File: src/design/vtgd_pkg.sv
// Shared types and constants for the vector-tile geometry decoder.
`timescale 1ns / 1ps
`default_nettype none

package vtgd_pkg;

  localparam int unsigned COORD_BITS = 32;

  localparam logic [2:0] CMD_ID_MASK = 3'h7;
  localparam logic [2:0] CMD_MOVE_TO = 3'd1;
  localparam logic [2:0] CMD_LINE_TO = 3'd2;
  localparam logic [2:0] CMD_CLOSE_PATH = 3'd7;

  localparam logic [1:0] OP_MOVE_TO = 2'd0;
  localparam logic [1:0] OP_LINE_TO = 2'd1;
  localparam logic [1:0] OP_CLOSE_PATH = 2'd2;
  localparam logic [1:0] OP_END = 2'd3;

  localparam logic [2:0] ST_OK = 3'd0;
  localparam logic [2:0] ST_BAD_ID = 3'd1;
  localparam logic [2:0] ST_BAD_CLOSE = 3'd2;
  localparam logic [2:0] ST_TOO_LONG = 3'd3;
  localparam logic [2:0] ST_TRUNCATED = 3'd4;

  localparam logic [2:0] VARINT_LAST_POS = 3'd4;

  // One classified event from the byte assembler.
  typedef struct packed {
    logic [31:0] word;      // completed varint value
    logic        has_word;  // byte closed a varint
    logic        overlong;  // fifth byte still had its continuation bit
    logic        open;      // varint left open after this byte
    logic        fin;       // last byte of the field
  } token_t;

endpackage

`default_nettype wire

File: src/design/vtgd_front.sv
// Varint assembler: turns raw bytes into word, fault and end-of-field tokens.
`timescale 1ns / 1ps
`default_nettype none

module vtgd_front
  import vtgd_pkg::*;
(
  input  wire logic       clk,
  input  wire logic       rst,
  input  wire logic       in_fire,
  input  wire logic [7:0] data_byte,
  input  wire logic       final_byte,
  output token_t          tok,
  output logic            tok_push
);

  logic [31:0] acc;
  logic [2:0]  pos;
  logic        skip;

  logic [31:0] acc_new;
  logic [5:0]  shamt;
  logic        cont;
  logic        overlong;

  always_comb begin
    shamt    = 6'(pos) * 6'd7;
    acc_new  = acc | (32'(data_byte[6:0]) << shamt);
    cont     = data_byte[7];
    overlong = cont && (pos == VARINT_LAST_POS);

    tok.word     = acc_new;
    tok.fin      = final_byte;
    tok.has_word = !skip && !cont;
    tok.overlong = !skip && overlong;
    tok.open     = !skip && cont && !overlong;
    tok_push     = in_fire && (final_byte || (!skip && (!cont || overlong)));
  end

  always_ff @(posedge clk) begin
    if (rst) begin
      acc  <= '0;
      pos  <= '0;
      skip <= 1'b0;
    end else if (in_fire) begin
      if (final_byte) begin
        acc  <= '0;
        pos  <= '0;
        skip <= 1'b0;
      end else if (!skip) begin
        if (overlong) begin
          skip <= 1'b1;
        end else if (cont) begin
          acc <= acc_new;
          pos <= pos + 3'd1;
        end else begin
          acc <= '0;
          pos <= '0;
        end
      end
    end
  end

endmodule

`default_nettype wire

File: src/design/vtgd_queue.sv
// Two-entry token queue between the assembler and the command engine.
`timescale 1ns / 1ps
`default_nettype none

module vtgd_queue
  import vtgd_pkg::*;
(
  input  wire logic clk,
  input  wire logic rst,
  input  wire logic push,
  input  token_t    push_data,
  output logic      full,
  input  wire logic pop,
  output logic      q_valid,
  output token_t    q_data
);

  token_t     mem [2];
  logic       wr_ptr;
  logic       rd_ptr;
  logic [1:0] count;

  assign full    = (count == 2'd2);
  assign q_valid = (count != 2'd0);
  assign q_data  = mem[rd_ptr];

  always_ff @(posedge clk) begin
    if (push) begin
      mem[wr_ptr] <= push_data;
    end
  end

  always_ff @(posedge clk) begin
    if (rst) begin
      wr_ptr <= 1'b0;
      rd_ptr <= 1'b0;
      count  <= '0;
    end else begin
      if (push) begin
        wr_ptr <= !wr_ptr;
      end
      if (pop) begin
        rd_ptr <= !rd_ptr;
      end
      count <= count + 2'(push) - 2'(pop);
    end
  end

  a_no_overflow: assert property (@(posedge clk) disable iff (rst)
    !(push && full))
    else $error("token pushed into full queue");

  a_no_underflow: assert property (@(posedge clk) disable iff (rst)
    pop |-> q_valid)
    else $error("token popped from empty queue");

endmodule

`default_nettype wire

File: src/design/vtgd_back.sv
// Command engine: interprets tokens, moves the cursor, registers results.
`timescale 1ns / 1ps
`default_nettype none

module vtgd_back
  import vtgd_pkg::*;
(
  input  wire logic        clk,
  input  wire logic        rst,
  input  wire logic        q_valid,
  input  token_t           q_data,
  output logic             pop,
  output logic             out_valid,
  input  wire logic        out_ready,
  output logic [1:0]       out_op,
  output logic [31:0]      out_pos_x,
  output logic [31:0]      out_pos_y,
  output logic [2:0]       out_status,
  output logic             out_last
);

  typedef enum logic [1:0] {PH_CMD, PH_X, PH_Y, PH_FAULT} phase_t;

  localparam int unsigned WRAP_SHIFT = 32 - COORD_BITS;

  phase_t      phase;
  logic        line_cmd;
  logic [28:0] pairs_left;
  logic [31:0] pending_dx;
  logic [31:0] cursor_x;
  logic [31:0] cursor_y;
  logic [2:0]  fault_code;

  phase_t      phase_next;
  logic        line_cmd_next;
  logic [28:0] pairs_left_next;
  logic [31:0] pending_dx_next;
  logic [31:0] cursor_x_next;
  logic [31:0] cursor_y_next;
  logic [2:0]  fault_code_next;
  logic        emit;
  logic [1:0]  op_next;
  logic [2:0]  status_next;
  logic [2:0]  cmd_id;
  logic [28:0] cmd_cnt;

  function automatic logic [31:0] unzigzag(input logic [31:0] v);
    return (v >> 1) ^ (32'd0 - 32'(v[0]));
  endfunction

  function automatic logic [31:0] wrap_coord(input logic [31:0] v);
    logic signed [31:0] t;
    t = $signed(v << WRAP_SHIFT);
    return 32'(t >>> WRAP_SHIFT);
  endfunction

  assign pop = q_valid && (!out_valid || out_ready);

  always_comb begin
    phase_next      = phase;
    line_cmd_next   = line_cmd;
    pairs_left_next = pairs_left;
    pending_dx_next = pending_dx;
    cursor_x_next   = cursor_x;
    cursor_y_next   = cursor_y;
    fault_code_next = fault_code;
    emit            = 1'b0;
    op_next         = OP_END;
    status_next     = ST_OK;
    cmd_id          = q_data.word[2:0] & CMD_ID_MASK;
    cmd_cnt         = q_data.word[31:3];

    if (phase == PH_FAULT) begin
      if (q_data.fin) begin
        emit        = 1'b1;
        status_next = fault_code;
      end
    end else begin
      if (q_data.overlong) begin
        fault_code_next = ST_TOO_LONG;
        phase_next      = PH_FAULT;
        emit            = 1'b1;
        status_next     = ST_TOO_LONG;
      end else if (q_data.has_word) begin
        unique case (phase)
          PH_CMD: begin
            if (cmd_id == CMD_MOVE_TO || cmd_id == CMD_LINE_TO) begin
              line_cmd_next = (cmd_id == CMD_LINE_TO);
              if (cmd_cnt != '0) begin
                pairs_left_next = cmd_cnt;
                phase_next      = PH_X;
              end
            end else if (cmd_id == CMD_CLOSE_PATH) begin
              emit        = 1'b1;
              op_next     = OP_CLOSE_PATH;
              status_next = (cmd_cnt == 29'd1) ? ST_OK : ST_BAD_CLOSE;
            end else begin
              fault_code_next = ST_BAD_ID;
              phase_next      = PH_FAULT;
              emit            = 1'b1;
              status_next     = ST_BAD_ID;
            end
          end
          PH_X: begin
            pending_dx_next = unzigzag(q_data.word);
            phase_next      = PH_Y;
          end
          default: begin
            cursor_x_next   = wrap_coord(cursor_x + pending_dx);
            cursor_y_next   = wrap_coord(cursor_y + unzigzag(q_data.word));
            emit            = 1'b1;
            op_next         = line_cmd ? OP_LINE_TO : OP_MOVE_TO;
            pairs_left_next = pairs_left - 29'd1;
            phase_next      = (pairs_left == 29'd1) ? PH_CMD : PH_X;
          end
        endcase
      end
      if (q_data.fin && phase_next != PH_FAULT) begin
        if (q_data.open || phase_next != PH_CMD) begin
          emit        = 1'b1;
          op_next     = OP_END;
          status_next = ST_TRUNCATED;
        end else if (!emit) begin
          emit        = 1'b1;
          op_next     = OP_END;
          status_next = ST_OK;
        end
      end
    end
  end

  always_ff @(posedge clk) begin
    if (rst) begin
      phase      <= PH_CMD;
      line_cmd   <= 1'b0;
      pairs_left <= '0;
      pending_dx <= '0;
      cursor_x   <= '0;
      cursor_y   <= '0;
      fault_code <= ST_OK;
      out_valid  <= 1'b0;
    end else begin
      if (pop) begin
        if (q_data.fin) begin
          phase      <= PH_CMD;
          line_cmd   <= 1'b0;
          pairs_left <= '0;
          pending_dx <= '0;
          cursor_x   <= '0;
          cursor_y   <= '0;
          fault_code <= ST_OK;
        end else begin
          phase      <= phase_next;
          line_cmd   <= line_cmd_next;
          pairs_left <= pairs_left_next;
          pending_dx <= pending_dx_next;
          cursor_x   <= cursor_x_next;
          cursor_y   <= cursor_y_next;
          fault_code <= fault_code_next;
        end
      end
      if (pop && emit) begin
        out_valid <= 1'b1;
      end else if (out_ready) begin
        out_valid <= 1'b0;
      end
    end
    if (pop && emit) begin
      out_op     <= op_next;
      out_pos_x  <= cursor_x_next;
      out_pos_y  <= cursor_y_next;
      out_status <= status_next;
      out_last   <= q_data.fin;
    end
  end

  // a field end always yields exactly one result and a clean engine
  a_fin_emits: assert property (@(posedge clk) disable iff (rst)
    (pop && q_data.fin) |=> (out_valid && out_last))
    else $error("field end produced no result");

  a_fin_clears: assert property (@(posedge clk) disable iff (rst)
    (pop && q_data.fin) |=> (phase == PH_CMD && cursor_x == '0 && cursor_y == '0))
    else $error("engine state not cleared at field end");

  a_point_ok: assert property (@(posedge clk) disable iff (rst)
    (out_valid && (out_op == OP_MOVE_TO || out_op == OP_LINE_TO)) |->
      (out_status == ST_OK))
    else $error("point result with error status");

  a_fault_sticky: assert property (@(posedge clk) disable iff (rst)
    (pop && phase == PH_FAULT && !q_data.fin) |=> (phase == PH_FAULT))
    else $error("fault cleared before field end");

endmodule

`default_nettype wire

File: src/design/vector_tile_geometry_decoder_core.sv
// Top level of the vector-tile geometry command decoder.
//
// Input stream: one raw byte of a geometry field per transfer on s_tdata,
// s_tlast marks the last byte of the field. Output stream: one result per
// point, ClosePath, error or field end, with the op, the cursor after it
// and a status in m_tdata; m_tlast marks the result of the field's last byte.
// Bytes that only continue a varint, or complete a MoveTo/LineTo command word
// or an x delta, produce no result.
// Throughput: one byte per cycle when the output is not stalled. The byte
// assembler pushes a token into a two-entry queue on the transfer edge; the
// command engine pops one token per cycle while not stalled and registers
// its result, so m_tvalid follows the queue entry and the output register.
// When m_tready is low the output register holds; the engine stops, the
// queue fills, and s_tready drops once both queue entries are taken.
// Reset (rst, synchronous) clears cursor, command state and fault, empties
// the queue and the output register. After the last byte of a field all
// decode state returns to its reset value.
`timescale 1ns / 1ps
`default_nettype none

module vector_tile_geometry_decoder_core
  import vtgd_pkg::*;
(
  input  wire logic        clk,
  input  wire logic        rst,
  input  wire logic        s_tvalid,
  output logic             s_tready,
  input  wire logic [7:0]  s_tdata,   // [7:0] data_byte
  input  wire logic        s_tlast,   // final_byte
  output logic             m_tvalid,
  input  wire logic        m_tready,
  output logic [71:0]      m_tdata,   // [1:0] op, [33:2] pos_x, [65:34] pos_y,
                                      // [68:66] status, [71:69] zero
  output logic             m_tlast    // out_last
);

  token_t      front_tok;
  token_t      q_tok;
  logic        tok_push;
  logic        q_full;
  logic        q_valid;
  logic        q_pop;
  logic        in_fire;
  logic [1:0]  res_op;
  logic [31:0] res_x;
  logic [31:0] res_y;
  logic [2:0]  res_status;

  assign s_tready = !q_full;
  assign in_fire  = s_tvalid && s_tready;

  vtgd_front u_front (
    .clk        (clk),
    .rst        (rst),
    .in_fire    (in_fire),
    .data_byte  (s_tdata),
    .final_byte (s_tlast),
    .tok        (front_tok),
    .tok_push   (tok_push)
  );

  vtgd_queue u_queue (
    .clk       (clk),
    .rst       (rst),
    .push      (tok_push),
    .push_data (front_tok),
    .full      (q_full),
    .pop       (q_pop),
    .q_valid   (q_valid),
    .q_data    (q_tok)
  );

  vtgd_back u_back (
    .clk        (clk),
    .rst        (rst),
    .q_valid    (q_valid),
    .q_data     (q_tok),
    .pop        (q_pop),
    .out_valid  (m_tvalid),
    .out_ready  (m_tready),
    .out_op     (res_op),
    .out_pos_x  (res_x),
    .out_pos_y  (res_y),
    .out_status (res_status),
    .out_last   (m_tlast)
  );

  assign m_tdata = {3'b000, res_status, res_y, res_x, res_op};

endmodule

`default_nettype wire
File: config.mk
export PLATFORM = sky130hd
export DESIGN_NAME = vector_tile_geometry_decoder_core
export DESIGN_NICKNAME = d
export VERILOG_FILES = /design/src/design/vtgd_pkg.sv /design/src/design/vtgd_front.sv /design/src/design/vtgd_queue.sv /design/src/design/vtgd_back.sv /design/src/design/vector_tile_geometry_decoder_core.sv
export SDC_FILE = /design/constraint.sdc
export NUM_CORES = 1
export LEC_CHECK = 0
export ABC_CLOCK_PERIOD_IN_PS = 9000
export BUFFER_PORTS_ARGS = -buffer_cell sky130_fd_sc_hd__clkbuf_2
export CAP_MARGIN = 30
export CORE_MARGIN = 1
export CORE_UTILIZATION = 45
export CTS_BUF_LIST = sky130_fd_sc_hd__clkbuf_4 sky130_fd_sc_hd__clkbuf_8 sky130_fd_sc_hd__clkbuf_16
export DETAILED_ROUTE_END_ITERATION = 10
export PLACE_DENSITY = 0.63
export SLEW_MARGIN = 5
export SYNTH_ARGS = -nofsm -noshare
export SYNTH_HDL_FRONTEND = slang
export SYNTH_SLANG_ARGS = --single-unit
File: constraint.sdc
create_clock -name clk -period 9 [get_ports clk]
set_clock_uncertainty 0.1 [all_clocks]
set_input_delay 1.8 -clock clk [delete_from_list [all_inputs] [get_ports clk]]
set_output_delay 1.8 -clock clk [all_outputs]
set_load 0.02 [all_outputs]
; Word level (Yosys, flattened, before mapping)
; Memory sizes are Yosys's and may differ from the RTL's. A register that Yosys moved wholly into a read port is not among the register bits.
; Index checks and enable logic that the tools add are counted.
[op_classes]
multipliers = 1
reduce_logical = 41
eq_ne = 19
addsub = 7
n_mux = 90
shifts = 1
n_bitwise = 2
[op_table]
columns = cell, count
row1 = $mux W32, 19
row2 = $mux W29, 6
row3 = $add A32 B32 Y32, 2
row4 = $mux W3, 21
row5 = $eq A29 B1 Y1 const B, 2
row6 = $pmux W29 S2, 1
row7 = $or A32 B32 Y32, 1
row8 = $shl A7 B6 Y32, 1
row9 = $xor A31 B32 Y32, 1
row10 = $mux W2, 15
row11 = $reduce_bool A29 Y1, 1
row12 = $sub A29 B1 Y29 const B, 1
row13 = $mux W1, 25
row14 = $reduce_bool A2 Y1, 7
row15 = $reduce_and A6 Y1, 2
row16 = $logic_and A1 B1 Y1, 11
row17 = $pmux W2 S2, 2
row18 = $logic_not A1 Y1, 7
row19 = $reduce_and A7 Y1, 1
row20 = $eq A3 B3 Y1 const B, 2
row21 = $mul A3 B3 Y6 const B, 1
row22 = $ne A2 B1 Y1 const B, 3
row23 = $ne A2 B2 Y1 const B, 3
row24 = $ne A3 B1 Y1 const B, 2
row25 = other kinds (17), 24
[totals]
register_bits = 242
memories = 1
ramBits = 72
in_bits = 13
out_inout_bits = 75
[memory_table]
columns = name, words, width, read_ports, rd_clocked_by_memory_dff, wr, line_no
row1 = u_queue.mem, 2, 36, 1, 1, 1, vtgd_queue.sv:18  ; token_t mem [2];

; Depth between registers and ports, before layout
[depth]
depth_word = 13
ltp_mapped = 19

; By module
; From an unflattened synthesis, not the netlist that was laid out.
[hier_totals]
cells_unflattened = 1700
hier_area_um2 = 16632.2
[modules_own_cells]
columns = module, cells_per_inst, instances, area_per_inst_um2, seq_area_each_um2
row1 = vtgd_back, 1393, 1, 11776.3, 4724.5
row2 = vtgd_queue, 133, 1, 2970.3, 2262.2
row3 = vtgd_front, 168, 1, 1849.3, 720.7
row4 = vector_tile_geometry_decoder_core, 6, 1, 36.3, 0.0

; Worst setup path after synthesis
; No wires, ideal clock.
[synth_path]
kind = register to register
from = reg (tool-made name)
to = reg u_back.out_last (enable)
stages_incl_launch_ff = 14
arrival_time_ns = 6.298
t_required_ns = 8.396
setup_time_ns = 0.504
n_path_buf = 4
period_less_slack_ns = 6.902
slack_ns = 2.098
cell_sequence = dfxtp_1 -> clkbuf_1 -> buf_1 -> buf_1 -> clkbuf_1 -> mux2i_1 -> inv_1 -> ha_1 -> nor2b_1 -> a31oi_1 -> a221oi_2 -> a31oi_1 -> and3_1 -> o31ai_2
[synth_lines]
columns = element, line_no
row1 = to (signal assigned), vtgd_back.sv:173  ; out_last <= q_data.fin;
row2 = to (decl), vtgd_back.sv:19  ; output logic out_last

==> results summary <==
The most common cell in the synthesized netlist is sky130_fd_sc_hd__nand2_1. The overflow left after global routing came out at 0. The number of buffers added on ports is 84. The number of cell rows is 69. Setup repair after global routing left no endpoint under its margin.

The placer's final routability congestion estimate came out at 0.910. The vertical die dimension is 192 um. For the worst setup path, the data required time is 9.19 ns. The ratio of cells with drive above 1 in the final layout came out at 11.8%. The I/O pin total came out at 88. In this run, the number of DRC markers left after iteration 0 of detailed routing was 848.

The number of different library cells used by synthesis comes to 71. Yosys mapped a number of flops with a built-in enable equal to 142. The worst setup path category is reg -> reg. The leakage power figure is 7.55 nW. The placeable core region is 0.0356 mm2. The number of pins with negative max-slew slack in the final report is 0. Among all flip-flop cells after synthesis, the most frequent one is sky130_fd_sc_hd__dfxtp_1. The highest attainable clock frequency is 186 MHz.

The largest total area in the synthesized netlist belongs to sky130_fd_sc_hd__edfxtp_1. After synthesis, the largest family of logic cells by area is compound AO/OA/AOI/OAI gates. The sequential cell fraction of total power came out at 34.4%. The async set or reset register ratio after synthesis is 0%. The number of fillers in the final layout is 3264. The critical path startpoint category is a flop. In the post-synthesis netlist, the biggest area contributors are sky130_fd_sc_hd__edfxtp_1 (26%), sky130_fd_sc_hd__dfxtp_1 (21%), sky130_fd_sc_hd__ha_1 (5.5%), sky130_fd_sc_hd__a21oi_1 (5.0%), sky130_fd_sc_hd__nand2_1 (4.6%).

Walking the worst path, the cells encountered are buf_4, mux2i_4, buf_4, inv_1, ha_1, inv_1, ha_1, inv_1, fa_1, nor2b_1, o2111ai_1, a31oi_1, o31ai_1, o21ai_0, a31oi_1, o21ai_1, xor2_1, mux2_2. The wire length of the first global-routing pass is 66200 um. The share of total power in combinational logic came out at 37.9%. The proportion of synthesized area in mux cells is 3.53%. The first TritonRoute pass finished after 5 iterations. The actual slew at the worst max-slew pin is 0.970 ns.

The final wirelength is 41900 um. TritonCTS built the clock tree. Excluding fillers, the count of instances in the completed layout stands at 2285. Once detail routing completed, the nets flagged for antenna violations numbered 0. The TritonCTS buffer count came out at 37.

Setup violations remaining at the end of the flow were counted as 0. The largest fanout on the critical path is 43. The global routing usage summed across all routing layers came out at 22.8%. The clock latency on the worst-skew pair came out at 0.55 ns. The setup slack on the worst flop-to-flop path came out at 3.61 ns. STA classifies the critical path endpoint as a flop. The count of hold-fix buffers inserted at cts came out at 0. The via count of the first global-routing pass is 12.5k. Post-CTS repair changed the size of 0 cells. The setup fix buffers added after clock tree synthesis came out at 0. After detailed routing, the average wire length per cell comes to 18.3 um. Sorting the synthesized cells by how often they occur yields sky130_fd_sc_hd__nand2_1 (199), sky130_fd_sc_hd__nor2_1 (173), sky130_fd_sc_hd__dfxtp_1 (172), sky130_fd_sc_hd__a21oi_1 (162), sky130_fd_sc_hd__edfxtp_1 (142). The area share of and/or/nand/nor cells after synthesis is 15.9%. The initial antenna violation count is 0. The worst stage delay on the critical path is 0.58 ns. The flow ran to the end, and the final reports show no timing, DRC or antenna violations. The most heavily used metal layer in global routing is met2. The XOR/XNOR share of the synthesized area is 5.16%. The adder-cell area share of the yosys netlist came out at 5.70%. The met1 capacity usage during global routing came out at 30.0%. The number of cells traversed by the worst register-to-register path is 18. The yosys synthesis warning count came out at 0. The diode insertion count for antenna repair is 0.

The post-layout minimum cycle time came out at 5.39 ns. The post-synthesis instance area came out at 0.0163 mm2. The clock network power share is 27.7%.

Summing the areas of all compound-gate instances in the mapped netlist gives 19.3% of the synthesized area. The worst path uses 59.9% of the clock period. After clock tree synthesis, the clock-pin slew on the worst setup and hold paths is 0.06 ns. The cell count after placement came out at 2216.

CTS placed an instance of sky130_fd_sc_hd__clkbuf_16 at the clock tree root. The largest net degree at the start of global routing is 77. The maximum VDD drop is 0.000157 V. The via count is 13.1k. The remaining max-slew budget at the tightest pin is 35.1%. The die outline area came out at 0.0370 mm2. The endpoint of the most critical register-to-register path is u_back.out_pos_y[28]$_DFFE_PP_. At the end of the flow the core is filled with cells to 51.9%. The sequential element share of the synthesized area came out at 47.3%.

The analysis attributes to net switching a power of 0.00222 W. The internal power contribution came out at 0.00348 W. The per-cell via count in the routed design is 5.75. The power per standard cell area came out at 309 mW/mm2. The number of hold violations in the final report is 0. The total half-perimeter wirelength after legalization and detailed placement came out at 29500 um. The synthesized area divided by synthesized cell count came out at 9.36 um2. In the global route stage, met2 resource usage came out at 38.7%. Net switching is 38.9% of the power. The initial standard-cell utilization of the core came out at 45.8%. The clock sink count is 314. The number of DRC violations after detailed routing is 0. For the worst setup path, the data arrival time is 5.58 ns. The number of max-cap violations is 0. The net count of the finished layout is 1881. The number of buffers on the longest clock path is 3. The type of the worst min-delay path is reg -> reg. The synthesized instance count is 1741. The worst hold path depth came out at 2. For this design, the slowest cell found on the critical path is sky130_fd_sc_hd__o31ai_1. The H-tree level count is 2. The end of the critical path is u_back.out_pos_y[28]$_DFFE_PP_. The share of synthesized area in the top cell type comes to 26.2%. In this run the horizontal extent of the chip is 192 um.

Global routing consumed, on the met3 layer, 3.38% of the routing resources. The post-synthesis register bit count came out at 314. The synthesis-to-layout area growth is 13.3%. The sum of negative setup slack came out at 0 ns. The cell with the most instances on the worst path is sky130_fd_sc_hd__inv_1.
## flip-flops by register name (all words and copies together) (netlist names), named ones only
signal / flops
u_queue.mem: 72
u_back.cursor_x: 32
u_back.cursor_y: 32
u_back.out_pos_x: 32
u_back.out_pos_y: 32
u_back.pending_dx: 32
u_front.acc: 32
u_back.pairs_left: 29
u_back.out_status: 3
u_front.pos: 3
u_back.fault_code: 2
u_back.out_op: 2
u_back.phase: 2
u_queue.count: 2
u_back.line_cmd: 1
u_back.out_last: 1
u_back.out_valid: 1
u_front.skip: 1
u_queue.rd_ptr: 1
u_queue.wr_ptr: 1
## worst max-delay path, delay by kind of cell, from the launching register on
family                   cells  cell delay [ns]
AO/OA/AOI/OAI                6             1.82
XOR/XNOR                     1             0.16
adder cells (fa/ha/maj)      3             0.76
buffers and inverters        5             1.28
flip-flops                   1             0.31
multiplexers                 2             0.59
AND/OR/NAND/NOR              1             0.07
## how the worst min path moves through the flow
| stage | to | from | slack, ns |
|---|---|---|---|
| floorplan | u_back.pending_dx[10]$_SDFFE_PP0P_ | u_back.pending_dx[10]$_SDFFE_PP0P_ | 0.34 |
| global placement | u_back.pending_dx[15]$_SDFFE_PP0P_ | u_back.pending_dx[15]$_SDFFE_PP0P_ | 0.35 |
| detailed placement | u_back.pending_dx[19]$_SDFFE_PP0P_ | u_back.pending_dx[19]$_SDFFE_PP0P_ | 0.35 |
| CTS | u_back.pending_dx[19]$_SDFFE_PP0P_ | u_back.pending_dx[19]$_SDFFE_PP0P_ | 0.36 |
| global route | u_back.pending_dx[21]$_SDFFE_PP0P_ | u_back.pending_dx[21]$_SDFFE_PP0P_ | 0.38 |
| finish | u_back.pending_dx[18]$_SDFFE_PP0P_ | u_back.pending_dx[18]$_SDFFE_PP0P_ | 0.36 |
## stage by stage
stage / cell area, um2 / hold WS [ns] / setup slack, ns / power, W
2_1_floorplan: 16300 / 0.336 / 2.10 / 0.00353
3_3_place_gp: 17100 / 0.347 / 3.70 / 0.00411
3_5_place_dp: 17200 / 0.352 / 3.63 / 0.00415
4_1_cts: 18400 / 0.358 / 3.60 / 0.00574
5_1_grt: 18500 / 0.379 / 3.16 / 0.00604
6_report: 18500 / 0.356 / 3.61 / 0.00571
## routing by layer
| layer | part of all wire (%) | routed length [um] |
|---|---|---|
| met3 | 5.2 | 2180 |
| met5 | 0 | 0 |
| met2 | 48 | 20100 |
| met4 | 2.2 | 939 |
| met1 | 45 | 18700 |
## cells by family after synthesis
| family | after synthesis |
|---|---|
| flip-flops | 314 |
| AND/OR/NAND/NOR | 572 |
| AO/OA/AOI/OAI | 502 |
| buffers and inverters | 128 |
| other | 1 |
| multiplexers | 55 |
| XOR/XNOR | 96 |
| adder cells (fa/ha/maj) | 73 |
## cell type report
cell class / instances / area [um2] / area share (%)
multi-input cells: 1301 / 8160 / 44.2
inverters: 36 / 135 / 0.732
well taps: 461 / 577 / 3.13
clock buffers: 47 / 1050 / 5.68
repair buffers: 105 / 581 / 3.15
clock inverters: 21 / 249 / 1.35
flip-flops and latches: 314 / 7710 / 41.8
## placed cells by master (no fill, tap or decap), types with 9 or more instances in the layout
cell type and instances:
sky130_fd_sc_hd__nor4_1 12, sky130_fd_sc_hd__nand2_1 198, sky130_fd_sc_hd__nand4_1 12, sky130_fd_sc_hd__dfxtp_1 171
sky130_fd_sc_hd__o22ai_1 12, sky130_fd_sc_hd__a22oi_1 46, sky130_fd_sc_hd__clkbuf_2 83, sky130_fd_sc_hd__o21ai_0 106
sky130_fd_sc_hd__or3_1 10, sky130_fd_sc_hd__xnor2_1 39, sky130_fd_sc_hd__xor2_1 57, sky130_fd_sc_hd__edfxtp_1 142
sky130_fd_sc_hd__nor3_1 40, sky130_fd_sc_hd__mux2_2 17, sky130_fd_sc_hd__and3_1 9, sky130_fd_sc_hd__a21o_1 66
sky130_fd_sc_hd__buf_4 21, sky130_fd_sc_hd__nand2b_1 9, sky130_fd_sc_hd__a21oi_1 162, sky130_fd_sc_hd__ha_1 71
sky130_fd_sc_hd__nand3_1 50, sky130_fd_sc_hd__inv_1 35, sky130_fd_sc_hd__nor2_1 169, sky130_fd_sc_hd__a31oi_1 9
sky130_fd_sc_hd__o21a_1 10, sky130_fd_sc_hd__nor2b_1 24, sky130_fd_sc_hd__clkbuf_16 39, sky130_fd_sc_hd__mux2i_1 35
sky130_fd_sc_hd__a22o_1 29
## power by group through the flow
stage               clock [W]  combinational, W  sequential (W)
detailed placement          0           0.00215         0.00200
CTS                   0.00162           0.00216         0.00197
global route          0.00166           0.00238         0.00200
finish                0.00158           0.00216         0.00197
global placement            0           0.00212         0.00199
floorplan                   0           0.00134         0.00219
(Power assumes the default switching activity.)
